$ cat config.mk
export PLATFORM = sky130hd
export DESIGN_NAME = i2c_register_transaction_sequencer
export DESIGN_NICKNAME = d
export VERILOG_FILES = /design/src/sv/i2crts_pkg.sv /design/src/sv/i2crts_in_stage.sv /design/src/sv/i2crts_core.sv /design/src/sv/i2crts_out_stage.sv /design/src/sv/i2c_register_transaction_sequencer.sv
export SDC_FILE = /design/constraint.sdc
export NUM_CORES = 1
export LEC_CHECK = 0
export BUFFER_PORTS_ARGS = -buffer_cell sky130_fd_sc_hd__buf_2
export CORE_ASPECT_RATIO = 1.1
export CORE_MARGIN = 2
export CORE_UTILIZATION = 45
export CTS_CLUSTER_DIAMETER = 120
export DETAILED_ROUTE_END_ITERATION = 7
export HOLD_SLACK_MARGIN = 0.02
export PLACE_DENSITY_LB_ADDON = 0.05
export SLEW_MARGIN = 20
export SYNTH_ARGS = -nofsm -noshare
export SYNTH_HDL_FRONTEND = slang
export SYNTH_HIERARCHICAL = 1
export SYNTH_SLANG_ARGS = --single-unit
$ cat constraint.sdc
create_clock -name clk -period 7.07 [get_ports clk]
set_clock_uncertainty 0.05 [all_clocks]
set_input_delay 0.3535 -clock clk [delete_from_list [all_inputs] [get_ports clk]]
set_output_delay 0.3535 -clock clk [all_outputs]
set_load 0.02 [all_outputs]
$ cat src/sv/i2crts_pkg.sv
// Shared types and constants for the I2C register transaction sequencer.
package i2crts_pkg;

  // Largest read length accepted on a begin transfer; longer counts are clamped.
  localparam logic [7:0] MaxReadBytes = 8'd255;

  // Bit positions inside event_flags.
  localparam int unsigned FlagStartBit = 0;
  localparam int unsigned FlagAddrBit  = 1;
  localparam int unsigned FlagTxeBit   = 2;
  localparam int unsigned FlagRxneBit  = 3;

  typedef enum logic [1:0] {
    REQ_BEGIN = 2'd0,
    REQ_EVENT = 2'd1,
    REQ_ERROR = 2'd2
  } req_type_t;

  typedef enum logic [1:0] {
    PH_DONE = 2'd0,
    PH_SEND = 2'd1,
    PH_RECV = 2'd2
  } phase_t;

  typedef enum logic [3:0] {
    ACT_NONE        = 4'd0,
    ACT_SEND        = 4'd1,
    ACT_START       = 4'd2,
    ACT_STOP        = 4'd3,
    ACT_ACK_ON      = 4'd4,
    ACT_ACKOFF_STOP = 4'd5,
    ACT_ACK_OFF     = 4'd6,
    ACT_REINIT      = 4'd7,
    ACT_STOP_START  = 4'd8
  } action_t;

  typedef struct packed {
    logic [1:0] req_type;
    logic       xfer_mode;
    logic [7:0] dev_addr_write;
    logic [7:0] dev_addr_read;
    logic [7:0] sub_addr;
    logic [7:0] tx_data;
    logic [7:0] rx_count;
    logic [3:0] event_flags;
    logic [7:0] rx_byte;
    logic       restart_error;
  } req_item_t;

  typedef struct packed {
    action_t    action;
    logic [7:0] tx_byte;
    logic       rx_valid;
    logic [7:0] rx_byte_out;
    logic [7:0] rx_index;
    logic       done_res;
  } res_item_t;

endpackage

$ cat src/sv/i2crts_in_stage.sv
// Input register stage: holds one request until the sequencer core takes it.
module i2crts_in_stage (
  input  logic                 clk,
  input  logic                 rst,
  input  logic                 in_valid,
  output logic                 in_ready,
  input  i2crts_pkg::req_item_t in_data,
  input  logic                 take,
  output logic                 held_valid,
  output i2crts_pkg::req_item_t held_item
);

  // A new transfer is taken when the stage is empty or its item leaves now.
  assign in_ready = !held_valid || take;

  always_ff @(posedge clk) begin
    if (rst) begin
      held_valid <= 1'b0;
    end else if (in_ready) begin
      held_valid <= in_valid;
    end
  end

  always_ff @(posedge clk) begin
    if (in_valid && in_ready) begin
      held_item <= in_data;
    end
  end

endmodule

$ cat src/sv/i2crts_core.sv
// Sequencer core: transaction state registers and the per-request step logic.
module i2crts_core #(
  parameter logic [7:0] MaxReadBytes = i2crts_pkg::MaxReadBytes
) (
  input  logic                  clk,
  input  logic                  rst,
  input  logic                  fire,
  input  i2crts_pkg::req_item_t item,
  output i2crts_pkg::res_item_t res
);

  i2crts_pkg::phase_t phase, phase_next;
  logic [2:0] step_count, step_count_next;
  logic [7:0] byte_index, byte_index_next;
  logic [7:0] held_addr_write, held_addr_write_next;
  logic [7:0] held_addr_read, held_addr_read_next;
  logic [7:0] held_sub_addr, held_sub_addr_next;
  logic [7:0] held_tx_data, held_tx_data_next;
  logic [7:0] held_rx_count, held_rx_count_next;

  logic       st, ad, tx, rx;
  logic [7:0] cnt_clamped;
  logic [7:0] last_index;
  logic [7:0] second_last_index;

  assign st = item.event_flags[i2crts_pkg::FlagStartBit];
  assign ad = item.event_flags[i2crts_pkg::FlagAddrBit];
  assign tx = item.event_flags[i2crts_pkg::FlagTxeBit];
  assign rx = item.event_flags[i2crts_pkg::FlagRxneBit];

  assign last_index        = held_rx_count - 8'd1;
  assign second_last_index = held_rx_count - 8'd2;

  always_comb begin
    if (item.rx_count == 8'd0) begin
      cnt_clamped = 8'd1;
    end else if (item.rx_count > MaxReadBytes) begin
      cnt_clamped = MaxReadBytes;
    end else begin
      cnt_clamped = item.rx_count;
    end
  end

  always_comb begin
    phase_next           = phase;
    step_count_next      = step_count;
    byte_index_next      = byte_index;
    held_addr_write_next = held_addr_write;
    held_addr_read_next  = held_addr_read;
    held_sub_addr_next   = held_sub_addr;
    held_tx_data_next    = held_tx_data;
    held_rx_count_next   = held_rx_count;
    res                  = '0;
    res.action           = i2crts_pkg::ACT_NONE;

    unique case (item.req_type)
      i2crts_pkg::REQ_BEGIN: begin
        // A begin while a transaction is running is dropped.
        if (phase == i2crts_pkg::PH_DONE) begin
          held_addr_write_next = item.dev_addr_write;
          held_addr_read_next  = item.dev_addr_read;
          held_sub_addr_next   = item.sub_addr;
          held_tx_data_next    = item.tx_data;
          held_rx_count_next   = cnt_clamped;
          phase_next           = item.xfer_mode ? i2crts_pkg::PH_RECV : i2crts_pkg::PH_SEND;
          step_count_next      = 3'd0;
          byte_index_next      = 8'd0;
          res.action           = i2crts_pkg::ACT_START;
        end
      end
      i2crts_pkg::REQ_EVENT: begin
        unique case (phase)
          i2crts_pkg::PH_DONE: begin
            res.action = i2crts_pkg::ACT_REINIT;
          end
          i2crts_pkg::PH_SEND: begin
            priority if (st && step_count == 3'd0) begin
              res.action      = i2crts_pkg::ACT_SEND;
              res.tx_byte     = held_addr_write;
              step_count_next = 3'd1;
            end else if (tx && step_count == 3'd1) begin
              res.action      = i2crts_pkg::ACT_SEND;
              res.tx_byte     = held_sub_addr;
              step_count_next = 3'd2;
            end else if (tx && step_count == 3'd2) begin
              res.action      = i2crts_pkg::ACT_SEND;
              res.tx_byte     = held_tx_data;
              step_count_next = 3'd3;
            end else if (step_count == 3'd3) begin
              res.action      = i2crts_pkg::ACT_STOP;
              res.done_res    = 1'b1;
              phase_next      = i2crts_pkg::PH_DONE;
              step_count_next = 3'd0;
            end else begin
              res.action = i2crts_pkg::ACT_NONE;
            end
          end
          i2crts_pkg::PH_RECV: begin
            priority if (st && step_count == 3'd0) begin
              res.action      = i2crts_pkg::ACT_SEND;
              res.tx_byte     = held_addr_write;
              step_count_next = 3'd1;
            end else if (tx && step_count == 3'd1) begin
              res.action      = i2crts_pkg::ACT_SEND;
              res.tx_byte     = held_sub_addr;
              step_count_next = 3'd2;
            end else if (tx && step_count == 3'd2) begin
              res.action      = i2crts_pkg::ACT_START;
              step_count_next = 3'd3;
            end else if (tx && step_count == 3'd3) begin
              res.action      = i2crts_pkg::ACT_SEND;
              res.tx_byte     = held_addr_read;
              step_count_next = 3'd4;
            end else if (ad && step_count == 3'd4) begin
              step_count_next = 3'd5;
              res.action      = (held_rx_count == 8'd1) ? i2crts_pkg::ACT_ACKOFF_STOP
                                                         : i2crts_pkg::ACT_ACK_ON;
            end else if (rx) begin
              // A received byte is taken as data whatever step the address phase is in.
              if (held_rx_count == 8'd1) begin
                res.rx_valid    = 1'b1;
                res.rx_byte_out = item.rx_byte;
                res.action      = i2crts_pkg::ACT_STOP;
                res.done_res    = 1'b1;
                phase_next      = i2crts_pkg::PH_DONE;
                step_count_next = 3'd0;
              end else if (byte_index < held_rx_count) begin
                res.rx_valid    = 1'b1;
                res.rx_byte_out = item.rx_byte;
                res.rx_index    = byte_index;
                if (byte_index == second_last_index) begin
                  res.action      = i2crts_pkg::ACT_ACK_OFF;
                  byte_index_next = byte_index + 8'd1;
                end else if (byte_index == last_index) begin
                  res.action      = i2crts_pkg::ACT_STOP;
                  res.done_res    = 1'b1;
                  phase_next      = i2crts_pkg::PH_DONE;
                  step_count_next = 3'd0;
                  byte_index_next = 8'd0;
                end else begin
                  byte_index_next = byte_index + 8'd1;
                end
              end
            end else begin
              res.action = i2crts_pkg::ACT_NONE;
            end
          end
          default: begin
            res.action = i2crts_pkg::ACT_NONE;
          end
        endcase
      end
      i2crts_pkg::REQ_ERROR: begin
        // Bus or arbitration errors restart from the top; an acknowledge failure only stops.
        if (item.restart_error) begin
          step_count_next = 3'd0;
          byte_index_next = 8'd0;
          res.action      = i2crts_pkg::ACT_STOP_START;
        end else begin
          res.action = i2crts_pkg::ACT_STOP;
        end
      end
      default: begin
        res.action = i2crts_pkg::ACT_NONE;
      end
    endcase
  end

  always_ff @(posedge clk) begin
    if (rst) begin
      phase           <= i2crts_pkg::PH_DONE;
      step_count      <= 3'd0;
      byte_index      <= 8'd0;
      held_addr_write <= 8'd0;
      held_addr_read  <= 8'd0;
      held_sub_addr   <= 8'd0;
      held_tx_data    <= 8'd0;
      held_rx_count   <= 8'd1;
    end else if (fire) begin
      phase           <= phase_next;
      step_count      <= step_count_next;
      byte_index      <= byte_index_next;
      held_addr_write <= held_addr_write_next;
      held_addr_read  <= held_addr_read_next;
      held_sub_addr   <= held_sub_addr_next;
      held_tx_data    <= held_tx_data_next;
      held_rx_count   <= held_rx_count_next;
    end
  end

`ifndef SYNTHESIS
  a_done_goes_idle: assert property (@(posedge clk) disable iff (rst)
    fire && res.done_res |=> phase == i2crts_pkg::PH_DONE)
    else $error("completed transaction did not return to idle");

  a_rx_only_receiving: assert property (@(posedge clk) disable iff (rst)
    fire && res.rx_valid |-> phase == i2crts_pkg::PH_RECV)
    else $error("received byte delivered outside a read");

  a_index_in_range: assert property (@(posedge clk) disable iff (rst)
    phase == i2crts_pkg::PH_RECV |-> byte_index < held_rx_count)
    else $error("read byte index reached the read length");

  a_send_steps: assert property (@(posedge clk) disable iff (rst)
    phase == i2crts_pkg::PH_SEND |-> step_count <= 3'd3)
    else $error("write sequence step out of range");
`endif

endmodule

$ cat src/sv/i2crts_out_stage.sv
// Result register: holds one result until the consumer takes it.
module i2crts_out_stage (
  input  logic                  clk,
  input  logic                  rst,
  input  logic                  load,
  input  i2crts_pkg::res_item_t res,
  output logic                  can_load,
  output logic                  out_valid,
  input  logic                  out_ready,
  output i2crts_pkg::res_item_t out_data
);

  assign can_load = !out_valid || out_ready;

  always_ff @(posedge clk) begin
    if (rst) begin
      out_valid <= 1'b0;
    end else if (can_load) begin
      out_valid <= load;
    end
  end

  always_ff @(posedge clk) begin
    if (load) begin
      out_data <= res;
    end
  end

endmodule

$ cat src/sv/i2c_register_transaction_sequencer.sv
// Top level of the I2C register transaction sequencer.
//
//   channel   direction   handshake              payload
//   request   in          in_valid / in_ready    in_data  (req_item_t)
//   result    out         out_valid / out_ready  out_data (res_item_t)
//
// Every request gives exactly one result; one request can be taken in every
// cycle when the result side is not stalled. A request passes the input
// register, then the combinational step logic, whose state updates when a
// request moves on, and then the result register.
// A stalled result holds the core; the input register still takes one more
// transfer. Synchronous reset returns the sequencer to idle with empty stages.
module i2c_register_transaction_sequencer #(
  parameter logic [7:0] MaxReadBytes = i2crts_pkg::MaxReadBytes
) (
  input  logic                  clk,
  input  logic                  rst,
  input  logic                  in_valid,
  output logic                  in_ready,
  input  i2crts_pkg::req_item_t in_data,
  output logic                  out_valid,
  input  logic                  out_ready,
  output i2crts_pkg::res_item_t out_data
);

  logic                  held_valid;
  i2crts_pkg::req_item_t held_item;
  i2crts_pkg::res_item_t res;
  logic                  can_load;
  logic                  fire;

  assign fire = held_valid && can_load;

  i2crts_in_stage u_in_stage (
    .clk        (clk),
    .rst        (rst),
    .in_valid   (in_valid),
    .in_ready   (in_ready),
    .in_data    (in_data),
    .take       (fire),
    .held_valid (held_valid),
    .held_item  (held_item)
  );

  i2crts_core #(
    .MaxReadBytes (MaxReadBytes)
  ) u_core (
    .clk  (clk),
    .rst  (rst),
    .fire (fire),
    .item (held_item),
    .res  (res)
  );

  i2crts_out_stage u_out_stage (
    .clk       (clk),
    .rst       (rst),
    .load      (fire),
    .res       (res),
    .can_load  (can_load),
    .out_valid (out_valid),
    .out_ready (out_ready),
    .out_data  (out_data)
  );

endmodule
; After elaboration in Yosys (flattened, before gate mapping)
; Index checks and enable logic that the tools add are counted.
[totals]
reg_bits = 141
output_inout_bits = 32
[classes]
add_sub_neg = 3
n_lt_le_gt_ge = 2
eq_ne = 41
muxes = 91
n_bitwise = 4
reduce_logical = 23
[op_table]
columns = cell, n
row1 = two-way mux 8 bit, 18
row2 = two-way mux 18 bit, 4
row3 = two-way mux 12 bit, 4
row4 = two-way mux 3 bit, 16
row5 = two-way mux 2 bit, 20
row6 = two-way mux 4 bit, 8
row7 = inequality test 3 bit (second input constant), 10
row8 = two-way mux 26 bit, 1
row9 = one-hot mux 4 bit (3 select lines), 2
row10 = one-hot mux 8 bit (3 select lines), 1
row11 = inequality test 2 bit (second input constant), 9
row12 = inequality test 9 x 2 -> 1 bit (second input constant), 2
row13 = AND reduction 17 bit, 1
row14 = equality test 8 bit, 2
row15 = one-hot mux 8 bit (2 select lines), 1
row16 = AND reduction 13 bit, 1
row17 = two-way mux 1 bit, 10
row18 = AND reduction 10 bit, 1
row19 = OR reduction 10 bit, 1
row20 = two-way mux 9 bit, 1
row21 = inequality test 9 x 3 -> 1 bit (second input constant), 1
row22 = one-hot mux 3 bit (3 select lines), 1
row23 = adder 8 x 1 -> 8 bit (second input constant), 1
row24 = equality test 8 x 1 -> 1 bit (second input constant), 1
row25 = 29 further kinds, 47

; Logic depth before layout (Yosys ltp)
[logic_depth]
ltp_word = 14
mapped_depth = 10
depth_no_buf = 8

; Hierarchy
; The synthesis kept the hierarchy.
[by_module_without_submodules]
columns = mod, n_inst, cells_per_inst, area_each_um2
row1 = i2crts_core, 1, 494, 3659.8
row2 = i2crts_in_stage, 1, 61, 1736.7
row3 = i2crts_out_stage, 1, 34, 947.2
row4 = i2c_register_transaction_sequencer, 1, 1, 6.3

; Worst setup path before layout
; No wires, ideal clock.
[synth_timing]
kind = register to register
startpoint = register u_out_stage.out_valid
endpoint = register u_core.byte_index[7]
setup_time_ps = 66
arrival_ps = 2654
setup_slack_ps = 4300
stages_incl_launch_ff = 9
path_buffers = 1
period_less_slack_ps = 2770
path_cell_list = dfxtp_1 > nand2b_4 > and2_1 > o21ai_1 > nor4_4 > a21oi_2 > buf_6 > or3_1 > a21oi_2
[synth_between]
elab_chain_cells = 4
[synth_rtl]
columns = item, line_no
row1 = from (decl), i2crts_out_stage.sv:8  ; output logic out_valid,
row2 = from (signal assigned), i2crts_out_stage.sv:19  ; out_valid <= load;
row3 = zero test 1 bit, i2crts_out_stage.sv:13  ; assign can_load = !out_valid || out_ready;
row4 = logical OR 1 bit, i2crts_out_stage.sv:13
row5 = named net can_load, i2c_register_transaction_sequencer.sv:29  ; logic can_load;
row6 = logical AND 1 bit, i2c_register_transaction_sequencer.sv:32  ; assign fire = held_valid && can_load;
row7 = named net fire, i2c_register_transaction_sequencer.sv:30  ; logic fire;
row8 = AND reduction 13 bit (no source line), --
row9 = to (signal assigned), i2crts_core.sv:182  ; byte_index <= byte_index_next;
row10 = to (decl), i2crts_core.sv:14  ; logic [7:0] byte_index, byte_index_next;
; The timed path passes the listed nets, and every way through them passes these cells.
; A chain may end at the register's enable or synchronous reset.

; Final worst setup path
[layout_timing]
startpoint = register u_core.step_count[0]
endpoint = register u_core.byte_index[7]
[layout_between]
elab_chain_cells = 4
elab_cells_between_ends = 16
cone_classes = 9 x eq/ne / 7 x reduce/logical
[layout_rtl]
columns = item, line_no
row1 = from (decl), i2crts_core.sv:13  ; logic [2:0] step_count, step_count_next;
row2 = from (signal assigned), i2crts_core.sv:181  ; step_count <= step_count_next;
row3 = "equality test 3 x 1 -> 1 bit, or another cell as far along", i2crts_core.sv:103  ; end else if (tx && step_count == 3'd1) begin
row4 = "logical AND 1 bit, on equally long branches", --
row5 = inequality test 2 bit (no source line), --
row6 = AND reduction 13 bit (no source line) *, --
; Mark *: on every way between the ends. The rest lies on a longest branch, timed or not.

==> run summary <==
Outcome: completed
WHS Path Cells: 1
Switching Fraction: 24.01%
CTS root buf: clkbuf_16
CP required: 7360 ps
Worst-path cell chain: and4bb_1, nand2b_4, nor4_4, a21oi_2, or3_1, a21oi_2
Global-route wire length before repair: 22220 microns
Capture point of the worst reg-to-reg path: u_core/byte_index[7]$_SDFFE_PP0P_
Static Leakage: 0.002757 uW
R2r setup slk: 4410 ps
ANT cells: 0
Post-Route Setup TNS: 0 ps
Worst path buffer plus inverter count: 0
Crit share post-route: 37.67%
Core area: 13790 sq um
Max Clk Rate: 0.3755 GHz
Peak VDD IR: 169.1 uV
DRC Markers: 0
Net Count, Synth: 666
Register area: 3684 sq um
Pwr per Cell Area: 261.7 nW/um^2
Die Area: 15080 sq um
Drt pass-1 iters: 5
Setup bufs post-CTS: 0
Int Pwr: 1493 uW
CTS tree: built
Hold Crit Start: in_data[18]
Register share of total power: 47.5%
Initial core utilization: 46.03%
R2r worst-path depth: 6
Post-CTS sizing: 0
Share of cells above drive strength 1: 22.08%
Max Cap Viol: 0
Slowest Stage Delay on Critical Path: 890 ps
Dpl cells: 840
WHS Endpoint: u_in_stage/held_item[18]$_DFFE_PP_
Starting DRT DRC Count: 276
I/O Pins: 92
Initial antenna violation count: 0
Nets: 747
Filler-free cell count of the finished design: 872
Vias in the first global route: 4410
Clock buffer count from CTS: 17
Kind of critical path: reg -> reg
Die extent in x: 117.3 microns
Async set-reset flop share out of synthesis: 0%
Primary FF master, synth: edfxtp_1
H-tree Lvls: 4
Least-Margin Pin Slew: 1043 ps
FF-to-FF Start: u_core/step_count[0]$_SDFFE_PP0P_
Vias per Instance: 5.267
Post-route ant nets: 0
Most frequent cells in the layout: nand2_1, buf_2, edfxtp_1
Clock latency on the worst-skew pair: 420 ps
Critical Path Start Type: register
Min-Delay Path Class: in -> reg
Cell Rows: 45
Pin count of the biggest net entering global routing: 57
Yosys warnings: 6
Total GRT Usage: 19.40%
CP Depth: 6
Final total power: 1965 uW
Cell variety after synth: 76
Hold Vio Cnt, Final: 0
CP endpoint kind: register
HPWL Detailed: 9501 microns
Crit-path most repeated cell: a21oi_2
EDFF count, synth: 86
Area of the multi-input gates: 2456 sq um
Sw power: 471.8 uW
Post-Syn Area per Cell: 10.76 sq um
Critical Path Slowest Stage Cell: dfxtp_1
Final setup violation count: 0
Crit path max fanout: 27
Most common cell after layout, fill and taps aside: nand2_1
Post-Syn Area: 6350 sq um
Critical Path AT: 2960 ps
Fillers: 1238
CP Launch Point: u_core/step_count[0]$_SDFFE_PP0P_
CTS Sinks: 141
Hold Slack: 59.47 ps
Gpl congestion: 0.8582
Clock buffer depth: 2
Routed len/inst: 15.63 microns
Comb power frac: 7.7%
Max-slew violations: 0
Vias after detailed routing: 4593
Die Ht: 128.6 microns
Cell family with most CP delay: simple AND/OR/NAND/NOR gates
Max_slew headroom: 30.29%
Remaining Overflow, GRT: 0
Sequential area share after synthesis: 58.01%
CTS clk-pin slew, worst paths: 60 ps
Syn Inst Count: 590
Flops & latches, synth: 141
Dpl ws: 4247 ps
Port Buffers: 91
Area grow syn2layout: 18.25%
Clock power share: 44.8%
Post-layout worst setup margin: 4407 ps
Min Tclk post-route: 2663 ps
Hold_buf cts: 0
RSZ-0062 raised after global routing: no
Total Wirelength: 13630 microns
==> logic make-up (layout without fill, tap and decap cells) <==
family                   after synthesis  after routing  synth area share, %
multiplexers                           3              3               0.4729
AO/OA/AOI/OAI                        135            135                14.09
XOR/XNOR                              12             12                1.655
buffers and inverters                 50            144                3.488
adder cells (fa/ha/maj)               16             16                3.153
flip-flops                           141            141                58.01
AND/OR/NAND/NOR                      233            233                19.13
==> metal layers <==
metal | vias up | GRT usage, % | wire [microns]
met5 | - | 0 | 0
met4 | 0 | 6.090 | 189
met3 | 16 | 4.569 | 586
met2 | 108 | 32.18 | 7025
met1 | 2168 | 25.12 | 5826
li1 | 2301 | - | -
==> final cells by class <==
class                      instances  area share [%]
clock buffer                      17           5.666
clock inverter                    15           2.166
inverter                          18          0.8999
multi-input combinational        399           32.71
sequential                       141           49.06
tap                              188           3.133
timing repair buffer              94           6.366
==> registers in the layout (all words and copies together), names as in the netlist <==
name	flops
u_core/byte_index	8
u_core/held_addr_read	8
u_core/held_addr_write	8
u_core/held_rx_count	8
u_core/phase	2
u_out_stage/out_valid	1
u_in_stage/held_valid	1
u_core/held_tx_data	8
u_out_stage/out_data	30
u_core/held_sub_addr	8
u_in_stage/held_item	56
u_core/step_count	3
==> worst max-delay path by stage <==
stage | to | slack (ps)
final | u_core/byte_index[7]$_SDFFE_PP0P_ | 4410
after global routing | u_out_stage/out_data[9]$_DFFE_PP_ | 4210
after CTS | u_core/byte_index[7]$_SDFFE_PP0P_ | 4370
after detailed placement | u_core/held_addr_write[5]$_SDFFE_PP0P_ | 4250
after global placement | u_core/held_rx_count[7]$_SDFFE_PP0P_ | 4330
after floorplan | u_core/byte_index[7]$_SDFFE_PP0P_ | 4300
==> power groups by stage <==
stage | logic (uW) | registers (uW) | clock network [uW]
floorplan | 94.5 | 954 | 0
global placement | 150 | 952 | 0
detailed placement | 152 | 951 | 0
CTS | 152 | 934 | 900
global route | 169 | 938 | 940
finish | 151 | 934 | 880
==> stage by stage <==
| step | cell area (sq um) | utilization (%) |
|---|---|---|
| floorplan | 6350 | - |
| global placement | 6914 | 50.12 |
| detailed placement | 6914 | 50.12 |
| CTS | 7502 | 54.39 |
| global route | 7508 | 54.43 |
| finish | 7508 | 54.43 |
==> synth_stat cells, drive strengths merged (3+ instances only) <==
cell type	n	area, sq um
nand3	9	45.04
xor2	3	26.28
o21ai	24	135.1
nand2b	14	110.1
mux2i	3	30.03
nand2	107	401.6
nor2b	3	18.77
o31ai	3	27.52
a21o	3	22.52
nand4	4	25.02
edfxtp	86	2582
and4	4	37.54
buf	11	75.07
a211oi	4	30.03
or3	6	37.54
clkbuf	21	78.83
a21oi	63	330.3
nor3b	4	35.03
nor4	3	33.78
nor3	11	70.07
nor4b	3	32.53
inv	18	67.56
nor2	31	116.4
xnor2	9	78.83
and2	20	127.6
a222oi	7	70.07
o211ai	7	57.55
ha	16	200.2
dfxtp	55	1101
Power figures use the tool's default switching activity.
